<file path="src/rtl/ptd_pkg.sv">
// Package for the periodic task dispatcher.
// Word kind codes, field widths and the memory control struct; no dependencies.
`timescale 1ns / 1ps

package ptd_pkg;

  localparam int KIND_W = 2;
  localparam int TICK_W = 32;
  localparam int IDX_OUT_W = 3;

  localparam logic [KIND_W-1:0] KIND_ADD      = 2'd0;
  localparam logic [KIND_W-1:0] KIND_TICK     = 2'd1;
  localparam logic [KIND_W-1:0] KIND_DISPATCH = 2'd2;

  localparam logic STATUS_OK   = 1'b0;
  localparam logic STATUS_FAIL = 1'b1;

  typedef enum logic {
    ST_IDLE,
    ST_SCAN
  } state_e;

  typedef struct packed {
    logic rd_en;
    logic per_we;
    logic run_we;
  } mem_ctl_t;

endpackage

</file>
<file path="src/rtl/periodic_task_dispatcher.sv">
// Periodic task dispatcher top level: control sequencer, tick counter, output register.
// Instantiates ptd_task_mem; uses ptd_pkg.
//
//   channel | direction | handshake                  | fields
//   in      | input     | in_valid_i / in_stall_o    | kind_i, period_i
//   out     | output    | out_valid_o / out_stall_i  | status_o, fired_o, task_index_o, last_o
//
// A dispatch reads one table entry per cycle through the single memory read port,
// except while a due word or the closing word waits on a stalled output register.
// Reset clears last-run valid bits at once; no clearing pass. Input is stalled during
// a dispatch scan and whenever the output register is full and stalled.
`timescale 1ns / 1ps

module periodic_task_dispatcher #(
  parameter int MAX_TASKS = 8
) (
  input  logic                          clk_i,
  input  logic                          rst_ni,
  input  logic                          in_valid_i,
  output logic                          in_stall_o,
  input  logic [ptd_pkg::KIND_W-1:0]    kind_i,
  input  logic [ptd_pkg::TICK_W-1:0]    period_i,
  output logic                          out_valid_o,
  input  logic                          out_stall_i,
  output logic                          status_o,
  output logic                          fired_o,
  output logic [ptd_pkg::IDX_OUT_W-1:0] task_index_o,
  output logic                          last_o
);
  import ptd_pkg::*;

  localparam int AW = (MAX_TASKS > 1) ? $clog2(MAX_TASKS) : 1;
  localparam int CW = $clog2(MAX_TASKS + 1);
  localparam logic [CW-1:0] CNT_MAX = CW'(MAX_TASKS);

  state_e state_q, state_d;

  logic [CW-1:0]     cnt_q, cnt_d;
  logic [TICK_W-1:0] tick_q, tick_d;
  logic [CW-1:0]     rd_idx_q, rd_idx_d;
  logic              ev_vld_q, ev_vld_d;
  logic [AW-1:0]     ev_idx_q, ev_idx_d;
  logic              pend_vld_q, pend_vld_d;
  logic [AW-1:0]     pend_idx_q, pend_idx_d;

  logic              out_vld_q, out_vld_d;
  logic              out_status_q, out_status_d;
  logic              out_fired_q, out_fired_d;
  logic [AW-1:0]     out_idx_q, out_idx_d;
  logic              out_last_q, out_last_d;
  logic              out_ld;

  mem_ctl_t          mem_ctl;
  logic [AW-1:0]     wr_addr;
  logic [TICK_W-1:0] wr_data;
  logic [TICK_W-1:0] per_rd;
  logic [TICK_W-1:0] run_rd;

  logic              out_free;
  logic              acc;
  logic [TICK_W-1:0] elapsed;
  logic              ev_fire;
  logic              blocked;
  logic              issue;
  logic              finish;
  logic [AW+2:0]     idx_ext;

  ptd_task_mem #(
    .DEPTH (MAX_TASKS),
    .AW    (AW)
  ) u_mem (
    .clk_i     (clk_i),
    .rst_ni    (rst_ni),
    .ctl_i     (mem_ctl),
    .wr_addr_i (wr_addr),
    .wr_data_i (wr_data),
    .rd_addr_i (rd_idx_q[AW-1:0]),
    .per_o     (per_rd),
    .run_o     (run_rd)
  );

  assign out_free   = !out_vld_q || !out_stall_i;
  assign in_stall_o = (state_q != ST_IDLE) || !out_free;
  assign acc        = in_valid_i && !in_stall_o;

  assign elapsed = tick_q - run_rd;
  assign ev_fire = ev_vld_q && (elapsed > per_rd);
  assign blocked = ev_fire && pend_vld_q && !out_free;
  assign issue   = (state_q == ST_SCAN) && !blocked && (rd_idx_q < cnt_q);
  assign finish  = (state_q == ST_SCAN) && !ev_vld_q && (rd_idx_q >= cnt_q) && out_free;

  always_comb begin
    state_d = state_q;
    unique case (state_q)
      ST_IDLE: begin
        if (acc && kind_i == KIND_DISPATCH && cnt_q != '0) begin
          state_d = ST_SCAN;
        end
      end
      ST_SCAN: begin
        if (finish) begin
          state_d = ST_IDLE;
        end
      end
      default: state_d = ST_IDLE;
    endcase
  end

  always_comb begin
    cnt_d        = cnt_q;
    tick_d       = tick_q;
    rd_idx_d     = rd_idx_q;
    ev_vld_d     = ev_vld_q;
    ev_idx_d     = ev_idx_q;
    pend_vld_d   = pend_vld_q;
    pend_idx_d   = pend_idx_q;
    out_ld       = 1'b0;
    out_status_d = STATUS_OK;
    out_fired_d  = 1'b0;
    out_idx_d    = '0;
    out_last_d   = 1'b1;
    mem_ctl      = '0;
    wr_addr      = ev_idx_q;
    wr_data      = tick_q;

    unique case (state_q)
      ST_IDLE: begin
        if (acc) begin
          unique case (kind_i)
            KIND_ADD: begin
              out_ld = 1'b1;
              if (cnt_q < CNT_MAX) begin
                mem_ctl.per_we = 1'b1;
                wr_addr        = cnt_q[AW-1:0];
                wr_data        = period_i;
                out_idx_d      = cnt_q[AW-1:0];
                cnt_d          = cnt_q + 1'b1;
              end else begin
                out_status_d = STATUS_FAIL;
              end
            end
            KIND_TICK: begin
              tick_d = tick_q + 1'b1;
            end
            KIND_DISPATCH: begin
              if (cnt_q == '0) begin
                out_ld       = 1'b1;
                out_status_d = STATUS_FAIL;
              end else begin
                rd_idx_d   = '0;
                ev_vld_d   = 1'b0;
                pend_vld_d = 1'b0;
              end
            end
            default: ;
          endcase
        end
      end
      ST_SCAN: begin
        if (!blocked) begin
          if (ev_fire) begin
            mem_ctl.run_we = 1'b1;
            pend_vld_d     = 1'b1;
            pend_idx_d     = ev_idx_q;
            if (pend_vld_q) begin
              out_ld      = 1'b1;
              out_fired_d = 1'b1;
              out_idx_d   = pend_idx_q;
              out_last_d  = 1'b0;
            end
          end
          mem_ctl.rd_en = issue;
          ev_vld_d      = issue;
          if (issue) begin
            ev_idx_d = rd_idx_q[AW-1:0];
            rd_idx_d = rd_idx_q + 1'b1;
          end
        end
        if (finish) begin
          out_ld      = 1'b1;
          out_fired_d = pend_vld_q;
          out_idx_d   = pend_vld_q ? pend_idx_q : '0;
          pend_vld_d  = 1'b0;
        end
      end
      default: ;
    endcase

    if (out_ld) begin
      out_vld_d = 1'b1;
    end else if (!out_stall_i) begin
      out_vld_d = 1'b0;
    end else begin
      out_vld_d = out_vld_q;
    end
  end

  always_ff @(posedge clk_i or negedge rst_ni) begin
    if (!rst_ni) begin
      state_q    <= ST_IDLE;
      cnt_q      <= '0;
      tick_q     <= '0;
      rd_idx_q   <= '0;
      ev_vld_q   <= 1'b0;
      pend_vld_q <= 1'b0;
      out_vld_q  <= 1'b0;
    end else begin
      state_q    <= state_d;
      cnt_q      <= cnt_d;
      tick_q     <= tick_d;
      rd_idx_q   <= rd_idx_d;
      ev_vld_q   <= ev_vld_d;
      pend_vld_q <= pend_vld_d;
      out_vld_q  <= out_vld_d;
    end
  end

  always_ff @(posedge clk_i) begin
    ev_idx_q   <= ev_idx_d;
    pend_idx_q <= pend_idx_d;
    if (out_ld) begin
      out_status_q <= out_status_d;
      out_fired_q  <= out_fired_d;
      out_idx_q    <= out_idx_d;
      out_last_q   <= out_last_d;
    end
  end

  assign idx_ext = {3'b000, out_idx_q};

  assign out_valid_o  = out_vld_q;
  assign status_o     = out_status_q;
  assign fired_o      = out_fired_q;
  assign task_index_o = idx_ext[IDX_OUT_W-1:0];
  assign last_o       = out_last_q;

endmodule

</file>
<file path="src/rtl/ptd_task_mem.sv">
// Task table memory: period and last-run arrays, one write and one read port.
// Last-run entries carry valid bits so reset reads as zero. Uses ptd_pkg.
`timescale 1ns / 1ps

module ptd_task_mem #(
  parameter int DEPTH = 8,
  parameter int AW = 3
) (
  input  logic                       clk_i,
  input  logic                       rst_ni,
  input  ptd_pkg::mem_ctl_t          ctl_i,
  input  logic [AW-1:0]              wr_addr_i,
  input  logic [ptd_pkg::TICK_W-1:0] wr_data_i,
  input  logic [AW-1:0]              rd_addr_i,
  output logic [ptd_pkg::TICK_W-1:0] per_o,
  output logic [ptd_pkg::TICK_W-1:0] run_o
);
  import ptd_pkg::*;

  logic [TICK_W-1:0] per_mem [DEPTH];
  logic [TICK_W-1:0] run_mem [DEPTH];
  logic [DEPTH-1:0]  run_vld_q;

  logic [TICK_W-1:0] per_rd_q;
  logic [TICK_W-1:0] run_rd_q;
  logic              run_rd_vld_q;

  always_ff @(posedge clk_i) begin
    if (ctl_i.per_we) begin
      per_mem[wr_addr_i] <= wr_data_i;
    end
    if (ctl_i.run_we) begin
      run_mem[wr_addr_i] <= wr_data_i;
    end
    if (ctl_i.rd_en) begin
      per_rd_q     <= per_mem[rd_addr_i];
      run_rd_q     <= run_mem[rd_addr_i];
      run_rd_vld_q <= run_vld_q[rd_addr_i];
    end
  end

  always_ff @(posedge clk_i or negedge rst_ni) begin
    if (!rst_ni) begin
      run_vld_q <= '0;
    end else if (ctl_i.run_we) begin
      run_vld_q[wr_addr_i] <= 1'b1;
    end
  end

  assign per_o = per_rd_q;
  assign run_o = run_rd_vld_q ? run_rd_q : '0;

endmodule
</file>
<file path="config.mk">
export PLATFORM = sky130hd
export DESIGN_NAME = periodic_task_dispatcher
export DESIGN_NICKNAME = d
export VERILOG_FILES = /design/src/rtl/ptd_pkg.sv /design/src/rtl/periodic_task_dispatcher.sv /design/src/rtl/ptd_task_mem.sv
export SDC_FILE = /design/constraint.sdc
export NUM_CORES = 1
export LEC_CHECK = 0
export BUFFER_PORTS_ARGS = -buffer_cell sky130_fd_sc_hd__buf_2
export CAP_MARGIN = 20
export CORE_ASPECT_RATIO = 0.8
export CORE_UTILIZATION = 50
export DETAILED_ROUTE_END_ITERATION = 6
export PLACE_DENSITY = 0.72
export SYNTH_ARGS = -nofsm -noshare
export SYNTH_HDL_FRONTEND = slang
export SYNTH_SLANG_ARGS = --single-unit
export TNS_END_PERCENT = 5
</file>
<file path="constraint.sdc">
create_clock -name clk_i -period 10.5 [get_ports clk_i]
set_clock_uncertainty 0.05 [all_clocks]
set_input_delay 0 -clock clk_i [delete_from_list [all_inputs] [get_ports clk_i]]
set_output_delay 0 -clock clk_i [all_outputs]
set_load 0.1 [all_outputs]
</file>
==> run_results.csv <==
group,metric,value,unit
final_layout,insertedDiodeCount,0,
drt,via_per_inst,5.90,
grt,antenna_found_initial,0,
setup_path,path_buf_inv,2,
die,die_y,211,µm
yosys,synth_cells,1577,
grt,track_usage,21.9,%
grt,grt_max_degree,100,
drt,drc,0,
sta,clock.fmax,0.161,GHz
placement,pre_cts_ws,4220,ps
clock_network,post_cts_buffers,0,
setup_path,path_delay_family,"compound AO/OA/AOI/OAI gates",
yosys,yosys_warnings,0,
yosys,synthFlopType,"edfxtp_1",
sta,setup_violations,0,
die,dieWidth,263,µm
run_status,status,"finished clean",
grt,gr-total-overflow,0,
die,start_util,50.6,%
setup_path,worstPathArrival,6420,ps
yosys,synth_enable_flop_cells,589,
power,pwr_density_cell,254,nW/µm²
sta,worst_slew_pin_slew,1030,ps
drt,antenna_left,0,
clock_network,cts_buffers,59,
drt,wirelength,59.1,mm
drt,wire_per_inst,24.4,µm
setup_path,crit_fanout,45,
die,rows,76,
yosys,synthDominantCellAreaShare,65.0,%
grt,first_global_vias,14400,
die,io_pins,46,
clock_network,clockRootBuffer,"clkbuf_16",
sta,fin_crit_sh,59.3,%
clock_network,cts_tree,"done",
power,p_leak,0.0110,µW
clock_network,clockBufferDepth,3,
setup_path,cp-start-kind,"flop",
yosys,ys_types,67,
yosys,avgSynthCellArea,17.2,µm²
die,core-area,53700,µm²
clock_network,path_clk_slew,60,ps
clock_network,cts_max_level,2,
sta,period_needed,6220,ps
sta,slew_headroom,31.6,%
yosys,synth_most_common_cell,"edfxtp_1",
power,vdd_ir_drop_max,0.179,mV
placement,io_buffers,45,
sta,final_max_slew_viol_count,0,
drt,dr.first_iter.drc_count,1570,
yosys,synth-seq-cells,641,
sta,hold_viol_final,0,
yosys,synth_top_cell_by_area,"edfxtp_1",
setup_path,critical_path_class,"flop to flop",
yosys,syn_nets,1688,
setup_path,path_cells,"and2_1 -> ha_1 -> inv_1 -> fa_1 -> a21o_1 -> and4_1 -> o2111a_1 -> o21ai_1 -> a21oi_1 -> or4_1 -> nand3_1 -> ha_1 -> and4_1 -> a221oi_1 -> o221a_2 -> a31oi_4 -> a21oi_4 -> buf_4",
yosys,synthArstFlopShare,8.11,%
clock_network,insertion_delay,620,ps
final_layout,nets,1778,
final_layout,drive_above_1_share,23.6,%
final_layout,area_growth,11.6,%
setup_path,cpPeakStageDelay,960,ps
setup_path,cp_data_required_time,10690,ps
yosys,yosys-top-cells-count,"edfxtp_1, nand2_1, mux4_2",
flow_run,max-cap-violations,0,
yosys,synth_area,27200,µm²
yosys,yosysSeqAreaShare,69.8,%
final_layout,fillers,4083,
drt,via_count,14300,
clock_network,cts.sinks,641,
sta,tns,0,ps
sta,setup_ws,4280,ps
die,die_area,55300,µm²
placement,dp_hpwl,37.0,mm
drt,drt_pass1_iterations,5,
setup_path,crit_slowest_cell,"edfxtp_1",
min_path,hold_class,"input pin to flop",
sta,rsz0062_at_grt,"false",
placement,gp_congestion,0.900,
yosys,synthTopCellsByArea,"edfxtp_1, mux4_2, dfrtp_1, ha_1, mux2_2",
grt,grt_pass1_wl,90.2,mm
setup_path,crit_path_end_kind,"flop",
[worst register-to-register path, delay by kind of cell (launching register included)]
family | cells | cell delay [ps]
and+or+nand+nor | 5 | 1190
buffers and inverters | 2 | 750
DFF | 1 | 960
adders and majority gates | 3 | 770
AOI/OAI and AO/OA | 8 | 2130
[where the power goes]
group,switching (µW),leakage (µW),internal [µW]
sequential,225,0.00632,3190
combinational,1290,0.00381,952
clock,938,0.000907,1110
[cells in the final DEF, fill, tap and decap left out, drive strengths merged, types with 46 or more instances in the layout]
| cell | netlist | final |
|---|---|---|
| nand2 | 181 | 181 |
| ha | 72 | 72 |
| dfrtp | 52 | 52 |
| mux2 | 66 | 66 |
| mux4 | 130 | 130 |
| a21oi | 46 | 46 |
| inv | 64 | 65 |
| clkbuf | 33 | 64 |
| edfxtp | 589 | 589 |
| buf | 25 | 77 |
[path summary, 6_finish.rpt]
| kind | start | to | slack (ps) | cells after the start |
|---|---|---|---|---|
| worst min-delay path | period_i[17] | u_mem.per_mem[4][17]$_DFFE_PP_ | 6 | 3 |
| worst max-delay path | u_mem.run_rd_vld_q$_DFFE_PP_ | u_mem.per_o[10]$_DFFE_PP_ | 4280 | 18 |
| min in group asynchronous | rst_ni | cnt_q[2]$_DFFE_PN0P_ | 40 | 3 |
| worst max register to register | u_mem.run_rd_vld_q$_DFFE_PP_ | u_mem.per_o[10]$_DFFE_PP_ | 4280 | 18 |
| max in group asynchronous | rst_ni | rd_idx_q[2]$_DFFE_PN0P_ | 9800 | 3 |
| worst min register to register | ev_idx_q[0]$_DFFE_PP_ | pend_idx_q[0]$_DFFE_PP_ | 410 | 0 |
[per-stage QoR]
stage / hold WS [ps] / power, µW / util [%] / cells / cell area (µm²)
floorplan: -346 / 5080 / - / 1577 / 27200
global placement: 138 / 5650 / 52.8 / 2295 / 28400
detailed placement: 148 / 5700 / 52.8 / 2295 / 28400
CTS: 12.3 / 7750 / 56.5 / 2416 / 30300
global route: 32.9 / 8080 / 56.5 / 2419 / 30400
finish: 6.09 / 7710 / 56.5 / 2419 / 30400
[layer usage]
layer	up-vias	global-route usage, %	share of wire, %
met5	-	0	0
met4	0	4.91	2.1
met3	93	3.13	7.5
met2	512	33.0	44
met1	7344	34.1	46
li1	6335	-	-
[logic make-up (layout without fill, tap and decap cells)]
| kind of cell | Yosys count | after routing | share of synthesized area (%) |
|---|---|---|---|
| XOR/XNOR | 58 | 58 | 1.87 |
| flip-flops | 641 | 641 | 69.8 |
| AND/OR/NAND/NOR | 336 | 336 | 5.74 |
| multiplexers | 201 | 201 | 13.7 |
| buffers and inverters | 122 | 262 | 1.84 |
| AO/OA/AOI/OAI | 146 | 146 | 3.65 |
| adder cells (fa/ha/maj) | 73 | 73 | 3.39 |
[layout make-up]
class / instances / area (µm²) / share of cell area [%]
multi-input combinational: 814 / 7810 / 25.7
clock buffer: 64 / 1500 / 4.92
clock inverter: 47 / 355 / 1.17
inverter: 64 / 240 / 0.791
sequential: 641 / 19000 / 62.6
timing repair buffer: 87 / 582 / 1.92
tap: 702 / 878 / 2.89
[repair_timing]
item / 4_1_cts / 5_1_grt
hold buffers: 10 / 0
gates resized for setup: 0 / 0
hold endpoints to repair: 95 / 0
[state kept, by name, indices dropped and copies added (netlist names), 4 cells and up]
register	flops
u_mem.per_o	32
cnt_q	4
u_mem.run_vld_q	8
u_mem.run_rd_q	32
u_mem.per_mem	256
u_mem.run_mem	256
rd_idx_q	4
tick_q	32
(Power assumes the default switching activity.)
